$ cat config.mk
export PLATFORM = sky130hd
export DESIGN_NAME = space_vector_pwm_duty_core
export DESIGN_NICKNAME = d
export VERILOG_FILES = /design/src/sv/svpwm_pkg.sv /design/src/sv/svpwm_proj.sv /design/src/sv/svpwm_duty.sv /design/src/sv/svpwm_scale.sv /design/src/sv/space_vector_pwm_duty_core.sv
export SDC_FILE = /design/constraint.sdc
export NUM_CORES = 2
export LEC_CHECK = 0
export BUFFER_PORTS_ARGS = -buffer_cell sky130_fd_sc_hd__buf_2
export CAP_MARGIN = 15
export CORE_MARGIN = 2
export CORE_UTILIZATION = 45
export CTS_BUF_LIST = sky130_fd_sc_hd__clkbuf_16
export DETAILED_ROUTE_END_ITERATION = 10
export RECOVER_POWER = 25
export SETUP_SLACK_MARGIN = 0.3
export SLEW_MARGIN = 20
export SYNTH_ARGS = -nofsm -noshare
export SYNTH_HDL_FRONTEND = slang
export SYNTH_SLANG_ARGS = --single-unit
$ cat constraint.sdc
create_clock -name clk_i -period 8.2 [get_ports clk_i]
set_input_delay 0.41 -clock clk_i [delete_from_list [all_inputs] [get_ports clk_i]]
set_output_delay 0.41 -clock clk_i [all_outputs]
set_load 0.01 [all_outputs]
$ cat src/sv/svpwm_pkg.sv
// Shared types, constants and helpers for the space vector PWM duty core.
package svpwm_pkg;

  localparam int unsigned CmpW  = 16;  // compare value and timer top width
  localparam int unsigned ProjW = 34;  // projections and active times, Q.31
  localparam int unsigned DutyW = 36;  // duties before saturation, Q.32
  localparam int unsigned SatW  = 33;  // saturated duty, 0 .. 2^32

  // sqrt(3)/2 as an unsigned Q.16 fraction.
  localparam logic [16:0] SqrtHalfQ16 = 17'd56756;

  localparam logic [CmpW-1:0] TopReset = 16'd1799;

  // Sign code of the projections: bit 0 is I > 0, bit 1 is J > 0, bit 2 is K > 0.
  localparam logic [2:0] SgnNone = 3'b000;
  localparam logic [2:0] SgnI    = 3'b001;
  localparam logic [2:0] SgnJ    = 3'b010;
  localparam logic [2:0] SgnIJ   = 3'b011;
  localparam logic [2:0] SgnK    = 3'b100;
  localparam logic [2:0] SgnIK   = 3'b101;
  localparam logic [2:0] SgnJK   = 3'b110;
  localparam logic [2:0] SgnAll  = 3'b111;

  typedef struct packed {
    logic signed [15:0] alpha;
    logic signed [15:0] beta;
  } in_t;

  typedef struct packed {
    logic [CmpW-1:0] compare_u;
    logic [CmpW-1:0] compare_v;
    logic [CmpW-1:0] compare_w;
    logic [2:0]      sector;
    logic            updated;
  } out_t;

  typedef struct packed {
    logic                    valid;
    logic [2:0]              code;
    logic signed [ProjW-1:0] t1;
    logic signed [ProjW-1:0] t2;
  } times_t;

  typedef struct packed {
    logic            valid;
    logic [2:0]      code;
    logic [SatW-1:0] du;
    logic [SatW-1:0] dv;
    logic [SatW-1:0] dw;
  } duty_t;

  function automatic logic [2:0] sector_of(input logic [2:0] code);
    logic [2:0] sec;
    case (code)
      SgnI:    sec = 3'd6;
      SgnJ:    sec = 3'd2;
      SgnIJ:   sec = 3'd1;
      SgnK:    sec = 3'd4;
      SgnIK:   sec = 3'd5;
      SgnJK:   sec = 3'd3;
      default: sec = 3'd0;
    endcase
    return sec;
  endfunction

  function automatic logic code_ok(input logic [2:0] code);
    return (code != SgnNone) && (code != SgnAll);
  endfunction

endpackage

$ cat src/sv/svpwm_proj.sv
// Projection stages: inverse Clarke projections, sign code and active times.
module svpwm_proj (
  input  logic                clk_i,
  input  logic                rst_ni,
  input  logic                valid_i,
  input  svpwm_pkg::in_t      in_i,
  output svpwm_pkg::times_t   times_o
);

  localparam int unsigned W = svpwm_pkg::ProjW;

  logic                s1_valid_q;
  logic signed [W-1:0] s1_m_q, s1_m_d;
  logic signed [15:0]  s1_b_q;

  logic                s2_valid_q;
  svpwm_pkg::times_t   s2_q, s2_d;

  logic signed [W-1:0] bsh, pi, pj, pk;
  logic [2:0]          code;

  // Stage 1: the one product, alpha * sqrt(3)/2 in Q.31.
  assign s1_m_d = W'(in_i.alpha) * W'($signed({1'b0, svpwm_pkg::SqrtHalfQ16}));

  always_ff @(posedge clk_i or negedge rst_ni) begin
    if (!rst_ni) begin
      s1_valid_q <= 1'b0;
      s2_valid_q <= 1'b0;
    end else begin
      s1_valid_q <= valid_i;
      s2_valid_q <= s1_valid_q;
    end
  end

  always_ff @(posedge clk_i) begin
    s1_m_q <= s1_m_d;
    s1_b_q <= in_i.beta;
    s2_q   <= s2_d;
  end

  // Stage 2: projections, sign code and the two active times.
  assign bsh = {{3{s1_b_q[15]}}, s1_b_q, 15'b0};
  assign pi  = s1_m_q - bsh;
  assign pj  = {{2{s1_b_q[15]}}, s1_b_q, 16'b0};
  assign pk  = -s1_m_q - bsh;

  assign code = {(pk > 0), (pj > 0), (pi > 0)};

  always_comb begin
    s2_d       = '0;
    s2_d.valid = 1'b1;
    s2_d.code  = code;
    case (code)
      svpwm_pkg::SgnIJ: begin
        s2_d.t1 = pi;
        s2_d.t2 = pj;
      end
      svpwm_pkg::SgnJ: begin
        s2_d.t1 = -pk;
        s2_d.t2 = -pi;
      end
      svpwm_pkg::SgnJK: begin
        s2_d.t1 = pj;
        s2_d.t2 = pk;
      end
      svpwm_pkg::SgnK: begin
        s2_d.t1 = -pi;
        s2_d.t2 = -pj;
      end
      svpwm_pkg::SgnIK: begin
        s2_d.t1 = pk;
        s2_d.t2 = pi;
      end
      svpwm_pkg::SgnI: begin
        s2_d.t1 = -pj;
        s2_d.t2 = -pk;
      end
      default: begin
        s2_d.t1 = '0;
        s2_d.t2 = '0;
      end
    endcase
  end

  always_comb begin
    times_o       = s2_q;
    times_o.valid = s2_valid_q;
  end

  // In every real sector both active times come from projections of the right sign.
  a_times_nonneg: assert property (@(posedge clk_i) disable iff (!rst_ni)
    s2_valid_q && svpwm_pkg::code_ok(s2_q.code) |-> (s2_q.t1 >= 0) && (s2_q.t2 >= 0))
    else $error("active time negative in a valid sector");

endmodule

$ cat src/sv/svpwm_duty.sv
// Duty stage: zero time, per-phase duty selection and saturation to 0 .. 1.0.
module svpwm_duty (
  input  logic               clk_i,
  input  logic               rst_ni,
  input  svpwm_pkg::times_t  times_i,
  output svpwm_pkg::duty_t   duty_o
);

  localparam int unsigned DW = svpwm_pkg::DutyW;
  localparam int unsigned SW = svpwm_pkg::SatW;
  localparam logic signed [DW-1:0] Half = DW'(64'sd2147483648);
  localparam logic signed [DW-1:0] Full = DW'(64'sd4294967296);

  logic signed [DW-1:0] t1, t2, lo, hi, mid1, mid2;
  logic signed [DW-1:0] du, dv, dw;
  logic                 valid_q;
  svpwm_pkg::duty_t     duty_q, duty_d;

  // A duty at or below zero gives compare 0; one at or above 1.0 gives the top.
  function automatic logic [SW-1:0] sat(input logic signed [DW-1:0] d);
    logic [SW-1:0] r;
    if (d <= 0) begin
      r = '0;
    end else if (d >= Full) begin
      r = Full[SW-1:0];
    end else begin
      r = d[SW-1:0];
    end
    return r;
  endfunction

  assign t1 = DW'(times_i.t1);
  assign t2 = DW'(times_i.t2);

  // Q.32 duties: lo = T0/2, hi = T1 + T2 + T0/2, midN = TN + T0/2.
  assign lo   = Half - t1 - t2;
  assign hi   = Half + t1 + t2;
  assign mid1 = Half + t1 - t2;
  assign mid2 = Half - t1 + t2;

  always_comb begin
    case (times_i.code)
      svpwm_pkg::SgnIJ: begin
        du = hi;   dv = mid2; dw = lo;
      end
      svpwm_pkg::SgnJ: begin
        du = mid1; dv = hi;   dw = lo;
      end
      svpwm_pkg::SgnJK: begin
        du = lo;   dv = hi;   dw = mid2;
      end
      svpwm_pkg::SgnK: begin
        du = lo;   dv = mid1; dw = hi;
      end
      svpwm_pkg::SgnIK: begin
        du = mid2; dv = lo;   dw = hi;
      end
      svpwm_pkg::SgnI: begin
        du = hi;   dv = lo;   dw = mid1;
      end
      default: begin
        du = '0;   dv = '0;   dw = '0;
      end
    endcase
  end

  always_comb begin
    duty_d.valid = 1'b1;
    duty_d.code  = times_i.code;
    duty_d.du    = sat(du);
    duty_d.dv    = sat(dv);
    duty_d.dw    = sat(dw);
  end

  always_ff @(posedge clk_i or negedge rst_ni) begin
    if (!rst_ni) begin
      valid_q <= 1'b0;
    end else begin
      valid_q <= times_i.valid;
    end
  end

  always_ff @(posedge clk_i) begin
    duty_q <= duty_d;
  end

  always_comb begin
    duty_o       = duty_q;
    duty_o.valid = valid_q;
  end

endmodule

$ cat src/sv/svpwm_scale.sv
// Output stage: scales saturated duties by the timer top and registers the result.
module svpwm_scale (
  input  logic                           clk_i,
  input  logic                           rst_ni,
  input  svpwm_pkg::duty_t               duty_i,
  input  logic [svpwm_pkg::CmpW-1:0]     top_i,
  output logic                           valid_o,
  output svpwm_pkg::out_t                out_o
);

  localparam int unsigned SW = svpwm_pkg::SatW;
  localparam int unsigned CW = svpwm_pkg::CmpW;
  localparam int unsigned PW = SW + CW;

  logic [PW-1:0]   pu, pv, pw;
  logic            valid_q;
  svpwm_pkg::out_t out_q, out_d;

  // A duty of exactly 1.0 yields top, so the upper product bits never exceed top.
  assign pu = PW'(duty_i.du) * PW'(top_i);
  assign pv = PW'(duty_i.dv) * PW'(top_i);
  assign pw = PW'(duty_i.dw) * PW'(top_i);

  always_comb begin
    out_d.compare_u = pu[32 +: CW];
    out_d.compare_v = pv[32 +: CW];
    out_d.compare_w = pw[32 +: CW];
    out_d.sector    = svpwm_pkg::sector_of(duty_i.code);
    out_d.updated   = svpwm_pkg::code_ok(duty_i.code);
  end

  always_ff @(posedge clk_i or negedge rst_ni) begin
    if (!rst_ni) begin
      valid_q <= 1'b0;
    end else begin
      valid_q <= duty_i.valid;
    end
  end

  always_ff @(posedge clk_i) begin
    out_q <= out_d;
  end

  assign valid_o = valid_q;
  assign out_o   = out_q;

endmodule

$ cat src/sv/space_vector_pwm_duty_core.sv
// A transaction accepted on start passes through the alpha product, projection, duty
// and scaling registers in that order and is then taken from out_o, with strobe_o high.
// Throughput: one transaction per cycle; busy is never raised.
// The result is on out_o for exactly one cycle and cannot be held off.
// Reset clears the pipeline valid bits and sets the timer top (top_q) to 1799.
module space_vector_pwm_duty_core (
  input  logic                        clk_i,
  input  logic                        rst_ni,
  input  logic                        start,
  output logic                        busy,
  input  svpwm_pkg::in_t              in_i,
  input  logic                        cfg_we_i,
  input  logic [svpwm_pkg::CmpW-1:0]  cfg_wdata_i,
  output logic                        strobe_o,
  output svpwm_pkg::out_t             out_o
);

  logic [svpwm_pkg::CmpW-1:0] top_q;
  logic                       accept;
  svpwm_pkg::times_t          times;
  svpwm_pkg::duty_t           duty;

  assign busy   = 1'b0;
  assign accept = start && !busy;

  always_ff @(posedge clk_i or negedge rst_ni) begin
    if (!rst_ni) begin
      top_q <= svpwm_pkg::TopReset;
    end else if (cfg_we_i) begin
      top_q <= cfg_wdata_i;
    end
  end

  svpwm_proj u_proj (
    .clk_i   (clk_i),
    .rst_ni  (rst_ni),
    .valid_i (accept),
    .in_i    (in_i),
    .times_o (times)
  );

  svpwm_duty u_duty (
    .clk_i   (clk_i),
    .rst_ni  (rst_ni),
    .times_i (times),
    .duty_o  (duty)
  );

  svpwm_scale u_scale (
    .clk_i   (clk_i),
    .rst_ni  (rst_ni),
    .duty_i  (duty),
    .top_i   (top_q),
    .valid_o (strobe_o),
    .out_o   (out_o)
  );

  a_strobe_follows_start: assert property (@(posedge clk_i) disable iff (!rst_ni)
    strobe_o |-> $past(accept, 4))
    else $error("result strobe without a transaction four cycles earlier");

  a_no_update_zero: assert property (@(posedge clk_i) disable iff (!rst_ni)
    strobe_o && !out_o.updated |-> (out_o.compare_u == '0) && (out_o.compare_v == '0)
                                   && (out_o.compare_w == '0) && (out_o.sector == '0))
    else $error("non-updating result carries nonzero fields");

  a_update_sector: assert property (@(posedge clk_i) disable iff (!rst_ni)
    strobe_o && out_o.updated |-> (out_o.sector != 3'd0) && (out_o.sector != 3'd7))
    else $error("updating result without a sector");

endmodule
==> metrics.txt <==
total global routing overflow 0; Post-Syn Area 71770 µm²; Syn-to-layout area delta 7.360%; Layout fillers 15380; vias in the first global route 61550; Vias/cell 5.558; EDFF count, synth 0; Hold Crit Class in -> reg; crit path max fanout 36; Slew Limit Fails 136; syn_nets 10510; ranking of synthesized cells by area fa_1, ha_1, inv_1; synthesis-stage register bit count 282; sequential area share after synthesis 8.016%; Async SR Flop Fraction 7.092%; Setup Skew 44.03 ps; io pins 106; row count 146; critical path arrival 8140 ps; Peak Freq 132.0 MHz; CTS tree done; Initial DRC Count 4680; first-pass GRT wire length 352800 µm; all-layer global routing usage 27.73%; Final min period 7577 ps; GP Congestion 0.9612; clk_lat worst skew 650 ps; Synth Instances 8472; final setup vio count 0; number of clock sinks 282; multi-input logic area 58410 µm²; storage element area 5812 µm²; outcome complete, but fails checks; RSZ-0062 raised after global routing yes; CTS clk-pin slew, worst paths 80 ps; Nets 10500; CTS root buf clkbuf_16; detail-routed net length per standard cell 21.38 µm; Initial Util 45.32%; first-pass detailed-route iteration total 6; crit end category register; violated checks max-capacitance violations, max-slew violations; leading cell type in the layout, fill and taps excluded inv_1; Horiz. Die Dim 403.4 µm; maxcap violations 4; DP Wirelength 177600 µm; DIE HEIGHT 403.4 µm; most frequent cells in the layout inv_1, fa_1, nand2_1; Detailed Route WL 225900 µm; yosys warns 0; ratio of cells with drive above 1 in the final layout 5.395%; worst-margin pin slew 2344 ps; post-synth top area cell fa_1; Synth Flop Type dfxtp_1; Die ar. 162700 µm²; final setup TNS 0 ps; Required @ worst endpoint 8760 ps; final hold violations 0; Tcrit/Tclk final 92.40%; startpoint types register; critical path type reg -> reg; Distinct cells, synth 92; largest net degree at the start of global routing 65; Core ar. 158400 µm²; top cell type's share of synthesized area 37.10%; Inserted Clock Buffers 40; H-tree depth 2; Max clock buf depth 3; Avg Cell Area, Syn 8.472 µm²; relative slew slack -56.29%; antenna violations before repair 7; routed via count 58720; ANT nets after route 0; Residual DRC 0; Port Buffers 104
cells in the mapped netlist, drive strengths merged (100+ instances only):
cell type  number
inv          1617
o21ai         182
fa           1330
a21oi         385
xnor2         247
and2          606
dfxtp         262
clkbuf        396
nand2        1138
nor3          100
ha            656
nor2          394
worst paths after layout:
| check | startpoint | end | slack, ps | cells past startpoint |
|---|---|---|---|---|
| setup / recovery | top_q[12]$_DFFE_PN0P_ | u_scale.out_o[19]$_DFF_P_ | 620 | 26 |
| min in group asynchronous | rst_ni | top_q[12]$_DFFE_PN0P_ | 890 | 2 |
| hold / removal | cfg_wdata_i[1] | top_q[1]$_DFFE_PN1P_ | 70 | 2 |
| setup reg to reg | top_q[12]$_DFFE_PN0P_ | u_scale.out_o[19]$_DFF_P_ | 620 | 26 |
| hold reg to reg | u_duty.valid_q$_DFF_PN0_ | u_scale.valid_o$_DFF_PN0_ | 340 | 0 |
| max in group asynchronous | rst_ni | top_q[15]$_DFFE_PN0P_ | 5760 | 2 |
routing by layer:
metal	GRT usage, %	vias to the layer above	share of wire, %
li1	-	26550	-
met1	36.23	29400	41
met2	46.88	2246	47
met3	3.561	522	6.7
met4	10.55	4	4.7
met5	0	-	0.011
critical path, cell delays in order, from the launching register on:
cell and delay, ps:
dfrtp_4 730, and2_1 280, fa_1 490, inv_1 60
fa_1 530, inv_1 50, fa_1 520, fa_1 440
fa_1 490, inv_1 50, fa_1 470, inv_1 40
ha_1 290, a21o_1 190, a21o_1 180, a21oi_2 180
o211ai_1 130, a31oi_1 180, o21ai_1 160, a211o_1 320
and2_1 220, o41ai_4 260, buf_4 190, o21ai_0 130
or4_1 470, a31oi_2 230, xnor2_1 130
kinds of logic (layout without fill, tap and decap cells):
logic type	after synthesis	in the layout	synth area share [%]
simple gates	2580	2580	17.01
flops	282	282	8.016
mux	31	31	0.4672
xor+xnor	309	309	3.771
other cells	1	4	0.005225
fa+ha+maj	1986	1986	48.53
compound gates	1243	1243	11.48
buf+inv	2040	2058	10.72
final cells by class:
type	count	area share (%)
diodes	3	0.009743
clock buffers	41	1.331
clock inverters	32	0.3637
inverters	1620	7.892
multi-input cells	6150	75.81
flip-flops and latches	282	7.542
well taps	2072	3.364
repair buffers	365	3.688
registers in the layout, summed over array words and instances, names as in the netlist:
signal / count
top_q: 16
u_duty.duty_o: 96
u_duty.valid_q: 1
u_proj.s1_b_q: 16
u_proj.s1_m_q: 31
u_proj.s1_valid_q: 1
u_proj.s2_valid_q: 1
u_proj.times_o: 67
u_scale.out_o: 52
u_scale.valid_o: 1
stage by stage:
stage	utilization [%]	hold WS (ps)	instances	cell area, µm²	setup slack, ps
final	48.65	67.42	10570	77060	622.9
after global routing	48.65	60.59	10560	77050	255.8
after CTS	48.41	44.88	10540	76670	412.2
after detailed placement	47.40	337.1	10440	75070	256.3
after global placement	47.40	334.8	10440	75070	360.7
after floorplan	-	114.4	8472	71770	811.4
what timing repair did:
item,in CTS,in global routing
hold buffers,28,0
buffers inserted,1,20
endpoints found under the hold margin,41,0
resized for setup,2,16
endpoints found under the setup margin,1,9
cloned,0,1
Power is left out: the tool's default activity adds up to more than one toggle a clock period on the data nets, which glitch-free logic cannot reach.
